===== src/rtl/core/ubxs_pkg.sv =====
// ----------------------------------------------------------------------------
// ubxs_pkg
// Shared types, codes and constants for the UBX command sender core.
// ----------------------------------------------------------------------------
package ubxs_pkg;

  localparam int unsigned UBXS_QUEUE_DEPTH = 4;
  localparam int unsigned WORD_IDX_W       = 3;

  localparam logic [15:0] TIMEOUT_RESET = 16'd500;

  localparam logic [7:0] SYNC_ONE   = 8'hB5;
  localparam logic [7:0] SYNC_TWO   = 8'h62;
  localparam logic [7:0] ACK_CLASS  = 8'h05;
  localparam logic [7:0] ACK_ID_ACK = 8'h01;
  localparam logic [7:0] ACK_ID_NAK = 8'h00;

  localparam logic [1:0] REQ_START   = 2'd0;
  localparam logic [1:0] REQ_PAYLOAD = 2'd1;
  localparam logic [1:0] REQ_RECV    = 2'd2;
  localparam logic [1:0] REQ_TICK    = 2'd3;

  localparam logic [1:0] OUTCOME_ACK     = 2'd0;
  localparam logic [1:0] OUTCOME_NAK     = 2'd1;
  localparam logic [1:0] OUTCOME_TIMEOUT = 2'd2;

  localparam logic [3:0] MATCH_LAST = 4'd9;

  typedef enum logic [1:0] {
    PH_IDLE,
    PH_SEND,
    PH_WAIT
  } phase_t;

  typedef enum logic [1:0] {
    JOB_HEADER,
    JOB_BYTE,
    JOB_STATUS
  } job_kind_t;

  typedef struct packed {
    logic [1:0]  req_type;
    logic [7:0]  msg_class;
    logic [7:0]  msg_ident;
    logic [15:0] payload_length;
    logic [7:0]  data_byte;
  } in_word_t;

  typedef struct packed {
    logic       tx_valid;
    logic [7:0] tx_byte;
    logic       last;
    logic       status_valid;
    logic [1:0] outcome;
  } out_word_t;

  typedef struct packed {
    job_kind_t   kind;
    logic [7:0]  msg_class;
    logic [7:0]  msg_ident;
    logic [15:0] payload_length;
    logic [7:0]  data_byte;
    logic        finish;
    logic [7:0]  ck_a;
    logic [7:0]  ck_b;
    logic [1:0]  outcome;
  } job_t;

  typedef struct packed {
    logic valid;
    job_t job;
  } job_push_t;

endpackage


===== src/rtl/core/ubxs_queue.sv =====
// ----------------------------------------------------------------------------
// ubxs_queue
// Small job queue between the classifying front and the emitting back.
// ----------------------------------------------------------------------------
module ubxs_queue
  import ubxs_pkg::*;
#(
  parameter int unsigned Depth = UBXS_QUEUE_DEPTH
) (
  input  logic      clk,
  input  logic      rst,
  input  job_push_t push,
  input  logic      pop,
  output logic      full,
  output logic      nonempty,
  output job_t      head
);

  localparam int unsigned PtrW = (Depth > 1) ? $clog2(Depth) : 1;
  localparam int unsigned CntW = $clog2(Depth + 1);
  localparam logic [PtrW-1:0] LastPtr = PtrW'(Depth - 1);
  localparam logic [CntW-1:0] FullCnt = CntW'(Depth);

  job_t            slots [Depth];
  logic [PtrW-1:0] wr_ptr;
  logic [PtrW-1:0] rd_ptr;
  logic [CntW-1:0] count;
  logic            do_push;
  logic            do_pop;

  assign full     = (count == FullCnt);
  assign nonempty = (count != '0);
  assign head     = slots[rd_ptr];
  assign do_push  = push.valid && !full;
  assign do_pop   = pop && nonempty;

  always_ff @(posedge clk) begin
    if (do_push) begin
      slots[wr_ptr] <= push.job;
    end
  end

  always_ff @(posedge clk) begin
    if (rst) begin
      wr_ptr <= '0;
      rd_ptr <= '0;
      count  <= '0;
    end else begin
      if (do_push) begin
        wr_ptr <= (wr_ptr == LastPtr) ? '0 : wr_ptr + 1'b1;
      end
      if (do_pop) begin
        rd_ptr <= (rd_ptr == LastPtr) ? '0 : rd_ptr + 1'b1;
      end
      if (do_push && !do_pop) begin
        count <= count + 1'b1;
      end else if (!do_push && do_pop) begin
        count <= count - 1'b1;
      end
    end
  end

endmodule


===== src/rtl/core/ubxs_front.sv =====
// ----------------------------------------------------------------------------
// ubxs_front
// Accepts items, keeps command, checksum, reply matcher and timer state,
// and queues one job for every item that causes output words.
// ----------------------------------------------------------------------------
module ubxs_front
  import ubxs_pkg::*;
(
  input  logic        clk,
  input  logic        rst,
  input  logic        in_valid,
  output logic        in_ready,
  input  in_word_t    in_data,
  input  logic        cfg_we,
  input  logic [15:0] cfg_wdata,
  input  logic        q_full,
  output job_push_t   push
);

  phase_t      phase, phase_next;
  logic [7:0]  cmd_class, cmd_class_next;
  logic [7:0]  cmd_ident, cmd_ident_next;
  logic [15:0] bytes_left, bytes_left_next;
  logic [7:0]  sum_a, sum_a_next;
  logic [7:0]  sum_b, sum_b_next;
  logic [3:0]  match_index, match_index_next;
  logic        reply_is_ack, reply_is_ack_next;
  logic [7:0]  reply_class, reply_class_next;
  logic [7:0]  reply_ident, reply_ident_next;
  logic [15:0] elapsed_ms, elapsed_ms_next;
  logic [15:0] ack_timeout_ms;

  logic        acc;
  logic [7:0]  hdr_a1, hdr_a2, hdr_a3, hdr_a4;
  logic [7:0]  hdr_b2, hdr_b3, hdr_b4;
  logic [7:0]  pay_a, pay_b;
  logic [15:0] elapsed_inc;
  logic        timeout_hit;
  logic        reply_hit;
  logic [7:0]  d;

  assign in_ready = !q_full;
  assign acc      = in_valid && in_ready;
  assign d        = in_data.data_byte;

  assign hdr_a1 = in_data.msg_class;
  assign hdr_a2 = hdr_a1 + in_data.msg_ident;
  assign hdr_b2 = hdr_a1 + hdr_a2;
  assign hdr_a3 = hdr_a2 + in_data.payload_length[7:0];
  assign hdr_b3 = hdr_b2 + hdr_a3;
  assign hdr_a4 = hdr_a3 + in_data.payload_length[15:8];
  assign hdr_b4 = hdr_b3 + hdr_a4;

  assign pay_a = sum_a + d;
  assign pay_b = sum_b + pay_a;

  assign elapsed_inc = (elapsed_ms == 16'hFFFF) ? elapsed_ms : elapsed_ms + 16'd1;
  assign timeout_hit = (elapsed_inc >= ack_timeout_ms);
  assign reply_hit   = (match_index == MATCH_LAST) && (reply_class == cmd_class)
                       && (reply_ident == cmd_ident);

  always_comb begin
    phase_next        = phase;
    cmd_class_next    = cmd_class;
    cmd_ident_next    = cmd_ident;
    bytes_left_next   = bytes_left;
    sum_a_next        = sum_a;
    sum_b_next        = sum_b;
    match_index_next  = match_index;
    reply_is_ack_next = reply_is_ack;
    reply_class_next  = reply_class;
    reply_ident_next  = reply_ident;
    elapsed_ms_next   = elapsed_ms;
    if (acc) begin
      unique case (in_data.req_type)
        REQ_START: begin
          cmd_class_next   = in_data.msg_class;
          cmd_ident_next   = in_data.msg_ident;
          bytes_left_next  = in_data.payload_length;
          sum_a_next       = hdr_a4;
          sum_b_next       = hdr_b4;
          match_index_next = '0;
          elapsed_ms_next  = '0;
          phase_next       = (in_data.payload_length == '0) ? PH_WAIT : PH_SEND;
        end
        REQ_PAYLOAD: begin
          if (phase == PH_SEND) begin
            sum_a_next      = pay_a;
            sum_b_next      = pay_b;
            bytes_left_next = bytes_left - 16'd1;
            if (bytes_left == 16'd1) begin
              phase_next       = PH_WAIT;
              match_index_next = '0;
              elapsed_ms_next  = '0;
            end
          end
        end
        REQ_RECV: begin
          if (phase == PH_WAIT) begin
            case (match_index)
              4'd0: match_index_next = (d == SYNC_ONE) ? 4'd1 : 4'd0;
              4'd1: match_index_next = (d == SYNC_TWO) ? 4'd2 : 4'd0;
              4'd2: match_index_next = (d == ACK_CLASS) ? 4'd3 : 4'd0;
              4'd3: begin
                if (d == ACK_ID_ACK || d == ACK_ID_NAK) begin
                  reply_is_ack_next = (d == ACK_ID_ACK);
                  match_index_next  = 4'd4;
                end else begin
                  match_index_next = 4'd0;
                end
              end
              4'd4, 4'd5, 4'd8: match_index_next = match_index + 4'd1;
              4'd6: begin
                reply_class_next = d;
                match_index_next = 4'd7;
              end
              4'd7: begin
                reply_ident_next = d;
                match_index_next = 4'd8;
              end
              MATCH_LAST: begin
                match_index_next = 4'd0;
                if (reply_hit) begin
                  phase_next = PH_IDLE;
                end
              end
              default: match_index_next = 4'd0;
            endcase
          end
        end
        REQ_TICK: begin
          if (phase == PH_WAIT) begin
            elapsed_ms_next = elapsed_inc;
            if (timeout_hit) begin
              phase_next       = PH_IDLE;
              match_index_next = '0;
            end
          end
        end
        default: ;
      endcase
    end
  end

  always_comb begin
    push                    = '0;
    push.job.kind           = JOB_STATUS;
    push.job.msg_class      = in_data.msg_class;
    push.job.msg_ident      = in_data.msg_ident;
    push.job.payload_length = in_data.payload_length;
    push.job.data_byte      = d;
    if (acc) begin
      unique case (in_data.req_type)
        REQ_START: begin
          push.valid      = 1'b1;
          push.job.kind   = JOB_HEADER;
          push.job.finish = (in_data.payload_length == '0);
          push.job.ck_a   = hdr_a4;
          push.job.ck_b   = hdr_b4;
        end
        REQ_PAYLOAD: begin
          push.valid      = (phase == PH_SEND);
          push.job.kind   = JOB_BYTE;
          push.job.finish = (bytes_left == 16'd1);
          push.job.ck_a   = pay_a;
          push.job.ck_b   = pay_b;
        end
        REQ_RECV: begin
          push.valid       = (phase == PH_WAIT) && reply_hit;
          push.job.outcome = reply_is_ack ? OUTCOME_ACK : OUTCOME_NAK;
        end
        REQ_TICK: begin
          push.valid       = (phase == PH_WAIT) && timeout_hit;
          push.job.outcome = OUTCOME_TIMEOUT;
        end
        default: ;
      endcase
    end
  end

  always_ff @(posedge clk) begin
    if (rst) begin
      phase          <= PH_IDLE;
      cmd_class      <= '0;
      cmd_ident      <= '0;
      bytes_left     <= '0;
      sum_a          <= '0;
      sum_b          <= '0;
      match_index    <= '0;
      reply_is_ack   <= 1'b0;
      reply_class    <= '0;
      reply_ident    <= '0;
      elapsed_ms     <= '0;
      ack_timeout_ms <= TIMEOUT_RESET;
    end else begin
      phase        <= phase_next;
      cmd_class    <= cmd_class_next;
      cmd_ident    <= cmd_ident_next;
      bytes_left   <= bytes_left_next;
      sum_a        <= sum_a_next;
      sum_b        <= sum_b_next;
      match_index  <= match_index_next;
      reply_is_ack <= reply_is_ack_next;
      reply_class  <= reply_class_next;
      reply_ident  <= reply_ident_next;
      elapsed_ms   <= elapsed_ms_next;
      if (cfg_we) begin
        ack_timeout_ms <= cfg_wdata;
      end
    end
  end

endmodule


===== src/rtl/core/ubxs_back.sv =====
// ----------------------------------------------------------------------------
// ubxs_back
// Expands queued jobs into output words, one word per cycle while out_ready does
// not hold the output, through a registered output stage.
// ----------------------------------------------------------------------------
module ubxs_back
  import ubxs_pkg::*;
(
  input  logic      clk,
  input  logic      rst,
  input  logic      job_valid,
  input  job_t      job,
  output logic      pop,
  output logic      out_valid,
  input  logic      out_ready,
  output out_word_t out_data
);

  logic [WORD_IDX_W-1:0] idx;
  out_word_t             word;
  logic                  load;

  always_comb begin
    word = '0;
    unique case (job.kind)
      JOB_HEADER: begin
        word.tx_valid = 1'b1;
        unique case (idx)
          3'd0: word.tx_byte = SYNC_ONE;
          3'd1: word.tx_byte = SYNC_TWO;
          3'd2: word.tx_byte = job.msg_class;
          3'd3: word.tx_byte = job.msg_ident;
          3'd4: word.tx_byte = job.payload_length[7:0];
          3'd5: word.tx_byte = job.payload_length[15:8];
          3'd6: word.tx_byte = job.ck_a;
          3'd7: word.tx_byte = job.ck_b;
          default: word.tx_byte = job.ck_b;
        endcase
        word.last = job.finish ? (idx == 3'd7) : (idx == 3'd5);
      end
      JOB_BYTE: begin
        word.tx_valid = 1'b1;
        priority case (idx)
          3'd0:    word.tx_byte = job.data_byte;
          3'd1:    word.tx_byte = job.ck_a;
          default: word.tx_byte = job.ck_b;
        endcase
        word.last = job.finish ? (idx == 3'd2) : (idx == 3'd0);
      end
      JOB_STATUS: begin
        word.status_valid = 1'b1;
        word.outcome      = job.outcome;
        word.last         = 1'b1;
      end
      default: word.last = 1'b1;
    endcase
  end

  assign load = job_valid && (!out_valid || out_ready);
  assign pop  = load && word.last;

  always_ff @(posedge clk) begin
    if (load) begin
      out_data <= word;
    end
  end

  always_ff @(posedge clk) begin
    if (rst) begin
      out_valid <= 1'b0;
      idx       <= '0;
    end else begin
      if (load) begin
        out_valid <= 1'b1;
        idx       <= word.last ? '0 : idx + 1'b1;
      end else if (out_ready) begin
        out_valid <= 1'b0;
      end
    end
  end

`ifndef SYNTHESIS
  a_idx_needs_job: assert property (@(posedge clk) disable iff (rst)
    (idx != '0) |-> job_valid)
    else $error("word index advanced with no job at the queue head");

  a_status_word_ends: assert property (@(posedge clk) disable iff (rst)
    (out_valid && out_data.status_valid) |-> (!out_data.tx_valid && out_data.last))
    else $error("status word is not a lone final word");

  a_tx_word_clean: assert property (@(posedge clk) disable iff (rst)
    (out_valid && out_data.tx_valid) |->
      (!out_data.status_valid && out_data.outcome == OUTCOME_ACK))
    else $error("transmit word carries status fields");
`endif

endmodule


===== src/rtl/core/ubx_command_sender_ack_wait_core.sv =====
// ----------------------------------------------------------------------------
// ubx_command_sender_ack_wait_core
// Sends one UBX command frame with Fletcher checksum and waits for ACK/NAK or a timeout.
// ----------------------------------------------------------------------------
// An item is accepted in every cycle in which the job queue has room: the front
// classifies it combinationally and queues a job. The back emits one output word
// per cycle while out_ready allows; a start yields 6 words (8 with an empty
// payload), a payload byte 1 (3 when it is the last one), a matched reply or
// timeout 1, and other items none. Sustained rate is one item per cycle at one
// word per item with no stall; the QueueDepth-entry queue absorbs header bursts.
module ubx_command_sender_ack_wait_core
  import ubxs_pkg::*;
#(
  parameter int unsigned QueueDepth = UBXS_QUEUE_DEPTH
) (
  input  logic        clk,
  input  logic        rst,
  input  logic        in_valid,
  output logic        in_ready,
  input  in_word_t    in_data,
  output logic        out_valid,
  input  logic        out_ready,
  output out_word_t   out_data,
  input  logic        cfg_we,
  input  logic [15:0] cfg_wdata
);

  job_push_t push;
  logic      q_full;
  logic      q_nonempty;
  logic      pop;
  job_t      head;

  ubxs_front u_front (
    .clk       (clk),
    .rst       (rst),
    .in_valid  (in_valid),
    .in_ready  (in_ready),
    .in_data   (in_data),
    .cfg_we    (cfg_we),
    .cfg_wdata (cfg_wdata),
    .q_full    (q_full),
    .push      (push)
  );

  ubxs_queue #(
    .Depth (QueueDepth)
  ) u_queue (
    .clk      (clk),
    .rst      (rst),
    .push     (push),
    .pop      (pop),
    .full     (q_full),
    .nonempty (q_nonempty),
    .head     (head)
  );

  ubxs_back u_back (
    .clk       (clk),
    .rst       (rst),
    .job_valid (q_nonempty),
    .job       (head),
    .pop       (pop),
    .out_valid (out_valid),
    .out_ready (out_ready),
    .out_data  (out_data)
  );

endmodule

===== config.mk =====
export PLATFORM = sky130hd
export DESIGN_NAME = ubx_command_sender_ack_wait_core
export DESIGN_NICKNAME = d
export VERILOG_FILES = /design/src/rtl/core/ubxs_pkg.sv /design/src/rtl/core/ubxs_queue.sv /design/src/rtl/core/ubxs_front.sv /design/src/rtl/core/ubxs_back.sv /design/src/rtl/core/ubx_command_sender_ack_wait_core.sv
export SDC_FILE = /design/constraint.sdc
export NUM_CORES = 1
export LEC_CHECK = 0
export BUFFER_PORTS_ARGS = -buffer_cell sky130_fd_sc_hd__buf_2
export CAP_MARGIN = 20
export CORE_UTILIZATION = 40
export DETAILED_ROUTE_END_ITERATION = 16
export GPL_ROUTABILITY_DRIVEN = 1
export SETUP_SLACK_MARGIN = 0.5
export SYNTH_ARGS = -nofsm -noshare
export SYNTH_HDL_FRONTEND = slang
export SYNTH_SLANG_ARGS = --single-unit

===== constraint.sdc =====
create_clock -name clk -period 7.1 [get_ports clk]
set_input_delay 0.71 -clock clk [delete_from_list [all_inputs] [get_ports clk]]
set_output_delay 0.71 -clock clk [all_outputs]
set_load 0.005 [all_outputs]

* Word level (Yosys, flattened, before mapping)
Memory sizes are Yosys's and may differ from the RTL's. A register that Yosys moved wholly into a read port is not among the register bits.
Cells that the tools add are included.
** Operators by class
- $add $sub $neg :: 16
- Multipliers :: 0
- Divide/modulo/power cells :: 0
- $lt $le $gt $ge :: 1
- Eq/ne operators :: 41
- Shifts and indexed selects :: 0
- Multiplexer cells :: 56
- Bitwise operators :: 0
- Reductions and logical operators :: 37
** Operators by type and width (number)
- $mux 16 :: 5
- $add 8x8->8 :: 8
- $pmux 8 s8 :: 1
- $pmux 16 s3 :: 1
- $pmux 8 s2 :: 3
- $pmux 17 s2 :: 1
- $pmux 16 s2 :: 1
- $mux 2 :: 14
- $pmux 4 s7 :: 1
- $mux 4 :: 5
- $mux 19 :: 1
- $mux 3 :: 6
- $pmux 9 s2 :: 1
- $add 16x1->16 const B :: 1
- $eq 16x1->1 const B :: 1
- $eq 16x16->1 const B :: 1
- $eq 4x3->1 const B :: 4
- $eq 8x8->1 :: 2
- $ge 16x16->1 :: 1
- $logic_not 16->1 :: 1
- $mux 8 :: 2
- $pmux 4 s4 :: 1
- $sub 16x1->16 const B :: 1
- $eq 3x3->1 const B :: 5
- other kinds (37) :: 83
** Word-level totals
- Bits in registers :: 127
- Latch bits :: 0
- Memory bits (writable) :: 244
- Memory bits (read-only) :: 0
- Input port bits :: 63
- Output and inout port bits :: 15
- Logic and storage cells :: 174
- Memories :: 1
** Memory list
- u_queue.slots :: depth 4, bits a word 61, read ports 1, clocked after Yosys merged registers in 1, write ports 1, line ubxs_queue.sv:24 : job_t slots [Depth];

* Logic depth before layout (Yosys ltp)
- Depth after elaboration :: 11
- Depth in mapped cells :: 24
- Mapped depth without buffers :: 24

* By module
From an unflattened synthesis, not the netlist that was laid out.
** Unflattened totals
- Cell total of the unflattened synthesis :: 1553
- Area, all modules :: 18718.0 um^2
** Modules (own cells, without submodules)
- ubxs_queue :: instances 1, cells an instance 369, area each 9282.7 um^2, seq. area each 7507.2 um^2
- ubxs_front :: instances 1, cells an instance 1050, area each 8135.3 um^2, seq. area each 2062.0 um^2
- ubxs_back :: instances 1, cells an instance 134, area each 1300.0 um^2, seq. area each 470.5 um^2

* Least setup slack after synthesis
Ideal clock, no wire load.
- Path kind :: input-to-reg
- Start :: input in_data[24] (netlist name)
- End :: memory u_queue.slots[0][9] (netlist name), data pin
- Library setup time :: 0.286 ns
- Data arrival time :: 5.522 ns
- Required time :: 6.814 ns
- Path slack :: 1.292 ns
- Cell stages on the path :: 23
- Path buffers :: 0
- Cell sequence :: ha_1 > fa_1 > a21o_1 > a21oi_1 > xnor2_1 > ha_1 > inv_1 > o21ai_0 > a21oi_1 > xnor2_1 > ha_1 > nor3b_1 > a31oi_1 > o21ai_0 > a311oi_1 > fa_1 > fa_1 > inv_1 > ha_1 > a21oi_1 > xnor2_1 > xnor2_1 > o22ai_1
** RTL lines
- from (decl) :: line ubx_command_sender_ack_wait_core.sv:20 : input in_word_t in_data,
- to (decl) :: line ubxs_queue.sv:24

==> summary.txt <==
Synth
  • Area contributors post-synth: edfxtp_1 (42%), dfxtp_1 (13%), mux4_2 (7.0%)
  • Cell Area, Synth: 18300 µm²
  • Mapped Cells: 1500
  • Largest area contributor in the netlist: edfxtp_1
  • Seq cells post-synth: 373
  • Mapped Avg Cell Area: ~12 µm²
  • Top-area cell type share of the netlist area: between 40% and 50%
  • Sequential share of the synthesized area: between 50% and 60%
  • YS warnings: 0
  • Unique cell type count in the Yosys netlist: 71
  • Asr flop ratio synth: 0%
  • Synth top cells by count: edfxtp_1 (257), nand2_1 (139), dfxtp_1 (116), nor2_1 (116), a21oi_1 (89)
  • Count leader, synth: edfxtp_1
  • Top FF cell, synth: edfxtp_1
  • Synth Net Count: 1660
  • Post-synth EDFFs: approximately 260

Worst setup path
  • Crit path capture: u_queue.slots[2][9]
  • Worst R2R Path Depth: 16
  • CP Data Required Time: 7.35 ns
  • Crit. Startpoint: in_data[24]
  • Worst reg2reg setup slack: 1.76 ns
  • Critical path launch point type: primary input
  • RR Startpoint: u_front.elapsed_ms[0]
  • Crit end category: register
  • Reg2Reg Capture Point: u_queue.slots[1][20]
  • Critical Path AT: 6.29 ns
  • CP max FO: 6
  • Critical path class: in -> reg

STA
  • Setup-failing EPs final: 0
  • Relative slew slack: 26.6%
  • Max-slew violation count: 0
  • Final period util: between 80% and 90%
  • FMAX: 0.165 GHz
  • Total negative slack: 0 ns
  • Final worst slack: 1.06 ns
  • Least-Margin Pin Slew: approximately 1.1 ns
  • Worst Skew: roughly 0.018 ns
  • Final min period: roughly 6.0 ns
  • Unrepaired setup endpoints after global routing: no
  • Hold Fails Final Rpt: 0

Routing
  • DRC errors left: 0
  • Post-route ant nets: 0
  • Pre-antenna DRT Iters: 5
  • Vias: approximately 12000
  • Vias/cell: between 5 and 6
  • Wire per inst: 22.0 µm
  • Drt total wl: 48300 µm
  • Detailed Route Iter0 Violations: 1067

Place
  • Dpl cells: 2118
  • Number of I/O port buffers: 77
  • Cell Area, Placed: roughly 19000 µm²
  • Pre-CTS WS: 0.553 ns
  • Placer Congestion: just over 0.9
  • Final HPWL DP: 33600 µm

Worst hold path
  • HP Class: in -> reg

Power
  • Peak VDD IR: around 0.24 mV
  • PD cells: between 300 and 400 nW/µm²
  • Lkg Pwr: 7.48 nW

Clock network
  • Clock buffer count from CTS: 42
  • Post-CTS Setup Bufs: 0
  • Cts repair resizes: 0
  • Maximum root-to-sink buffer count: 3
  • CTS tree: done
  • CTS Hold Buffers Added: 0
  • H-tree depth: 2
  • Root buffer cell: clkbuf_16
  • Worst-skew pair later-pin latency: 0.57 ns
  • Clock sinks: ~370
  • Clock slew at reported path FFs: roughly 0.06 ns

Job
  • Max cap viols: 0

Cells and area
  • Cell Count, Final, Fillers Out: between 2000 and 2500
  • Nets: 1730
  • N_diodes: 0
  • Area growth syn-to-layout: 12.6%
  • Final Cell Area: just over 20000 µm²
  • Area occupied by registers: 10000 µm²
  • Share of cells above drive strength 1: between 10 and 15%
  • Area occupied by multi-input gates: approximately 7600 µm²
  • Final Util: 46.1%
  • Fillers: 4035

Floorplan
  • Top Ports: 78
  • # rows: 77
  • DIE HEIGHT: 216 µm
  • Die ar.: 46500 µm²
  • Starting Density: just over 40%
  • Die width: between 200 and 250 µm
  • CORE AREA: 44600 µm²

Global route
  • Initial antenna violation count: 0
  • Largest net degree at the start of global routing: 62
  • Overflow left after global routing: 0
  • First-pass GRT wire length: 73900 µm
  • GRT Util Overall: 21.1%
  • Vias in the first global route: about 12000

Run status
  • Status: complete, no violations
## placed cells by master, fill, tap and decap left out, drive strengths merged, types with 7 or more instances in the layout
cell type,netlist,final
xor2,23,23
xnor2,47,47
nand2,140,140
nand4,13,13
nor2,117,117
and3,10,10
buf,21,94
o31ai,10,10
ha,78,78
a21oi,89,89
o21ai,55,55
a211oi,24,24
dfxtp,116,116
inv,82,86
a311oi,12,12
nand2b,8,8
mux2i,46,46
o22ai,7,7
edfxtp,257,257
nor4,12,12
o211ai,13,13
o21a,8,8
nand3,25,25
clkinv,3,14
a32oi,12,12
clkbuf,46,60
fa,19,19
a22o,8,8
a221o,8,8
mux4,57,57
and2,7,7
nor3,32,32
nor2b,9,9
a21o,12,12
## cell families (layout without fill, tap and decap cells)
| logic type | Yosys count | count (layout) | share of synthesized area (%) |
|---|---|---|---|
| buf+inv | 153 | 255 | 3.35 |
| flops | 373 | 373 | 55.0 |
| xor+xnor | 70 | 70 | 3.36 |
| mux | 109 | 109 | 9.93 |
| compound gates | 304 | 304 | 11.1 |
| fa+ha+maj | 97 | 97 | 7.43 |
| simple gates | 394 | 394 | 9.87 |
## registers in the layout, indices dropped and copies added (netlist names), named ones only
register                count
u_front.reply_is_ack        1
u_front.cmd_ident           8
u_front.phase               2
u_front.ack_timeout_ms     16
u_front.elapsed_ms         16
u_front.sum_b               8
u_queue.rd_ptr              2
u_front.reply_class         8
u_front.cmd_class           8
u_queue.wr_ptr              2
u_queue.count               3
u_queue.slots             244
u_front.bytes_left         16
u_back.out_valid            1
u_front.match_index         4
u_front.reply_ident         8
u_back.out_data            13
u_back.idx                  3
u_front.sum_a               8
## worst min-delay path by stage
stage | from | end | slack [ns] | cells past startpoint
global placement | u_front.sum_b[3] | u_front.sum_b[3] | 0.45 | 2
finish | cfg_wdata[6] | u_front.ack_timeout_ms[6] | 0.37 | 3
floorplan | u_front.sum_b[3] | u_front.sum_b[3] | 0.44 | 2
detailed placement | u_front.sum_b[3] | u_front.sum_b[3] | 0.46 | 2
global route | cfg_wdata[6] | u_front.ack_timeout_ms[6] | 0.37 | 3
CTS | cfg_wdata[6] | u_front.ack_timeout_ms[6] | 0.35 | 3
## per-layer routing
| metal | vias to the layer above | track usage (%) | share of wire [%] |
|---|---|---|---|
| met3 | 82 | 3.06 | 5.8 |
| met1 | 6119 | 29.1 | 44 |
| met5 | - | 0 | 0 |
| li1 | 5753 | - | - |
| met2 | 377 | 33.3 | 46 |
| met4 | 0 | 8.94 | 3.7 |
## cell type report
| cell class | count | share of cell area, % |
|---|---|---|
| Clock buffer | 60 | 5.79 |
| Clock inverter | 16 | 0.651 |
| Inverter | 85 | 1.55 |
| Sequential cell | 373 | 48.9 |
| Tap cell | 592 | 3.60 |
| Multi-Input combinational cell | 974 | 37.0 |
| Timing Repair Buffer | 94 | 2.51 |
## stage by stage
stage / hold WS (ns) / total power [mW]
2_1_floorplan: 0.436 / 4.45
3_3_place_gp: 0.453 / 5.16
6_report: 0.373 / 7.25
3_5_place_dp: 0.456 / 5.19
4_1_cts: 0.347 / 7.30
5_1_grt: 0.368 / 7.64
## where the power goes
| group | internal, mW | switching (mW) |
|---|---|---|
| Combinational | 1.02 | 1.51 |
| Clock | 1.21 | 0.885 |
| Sequential | 2.53 | 0.0953 |
## worst max-delay path, cell delays in order
cell,delay (ns)
buf_2,0.17
ha_1,0.25
fa_1,0.42
a21o_1,0.18
a21oi_1,0.23
xnor2_1,0.13
ha_1,0.37
inv_1,0.05
o21ai_0,0.17
a21oi_1,0.10
xnor2_1,0.20
ha_1,0.31
nor3b_1,0.16
a31oi_1,0.13
o21ai_0,0.11
a311oi_1,0.44
fa_1,0.54
fa_1,0.55
inv_1,0.05
ha_1,0.32
a21oi_1,0.16
xnor2_1,0.16
xnor2_1,0.19
o22ai_1,0.18
Note: power is estimated with default switching activity, not from simulation.
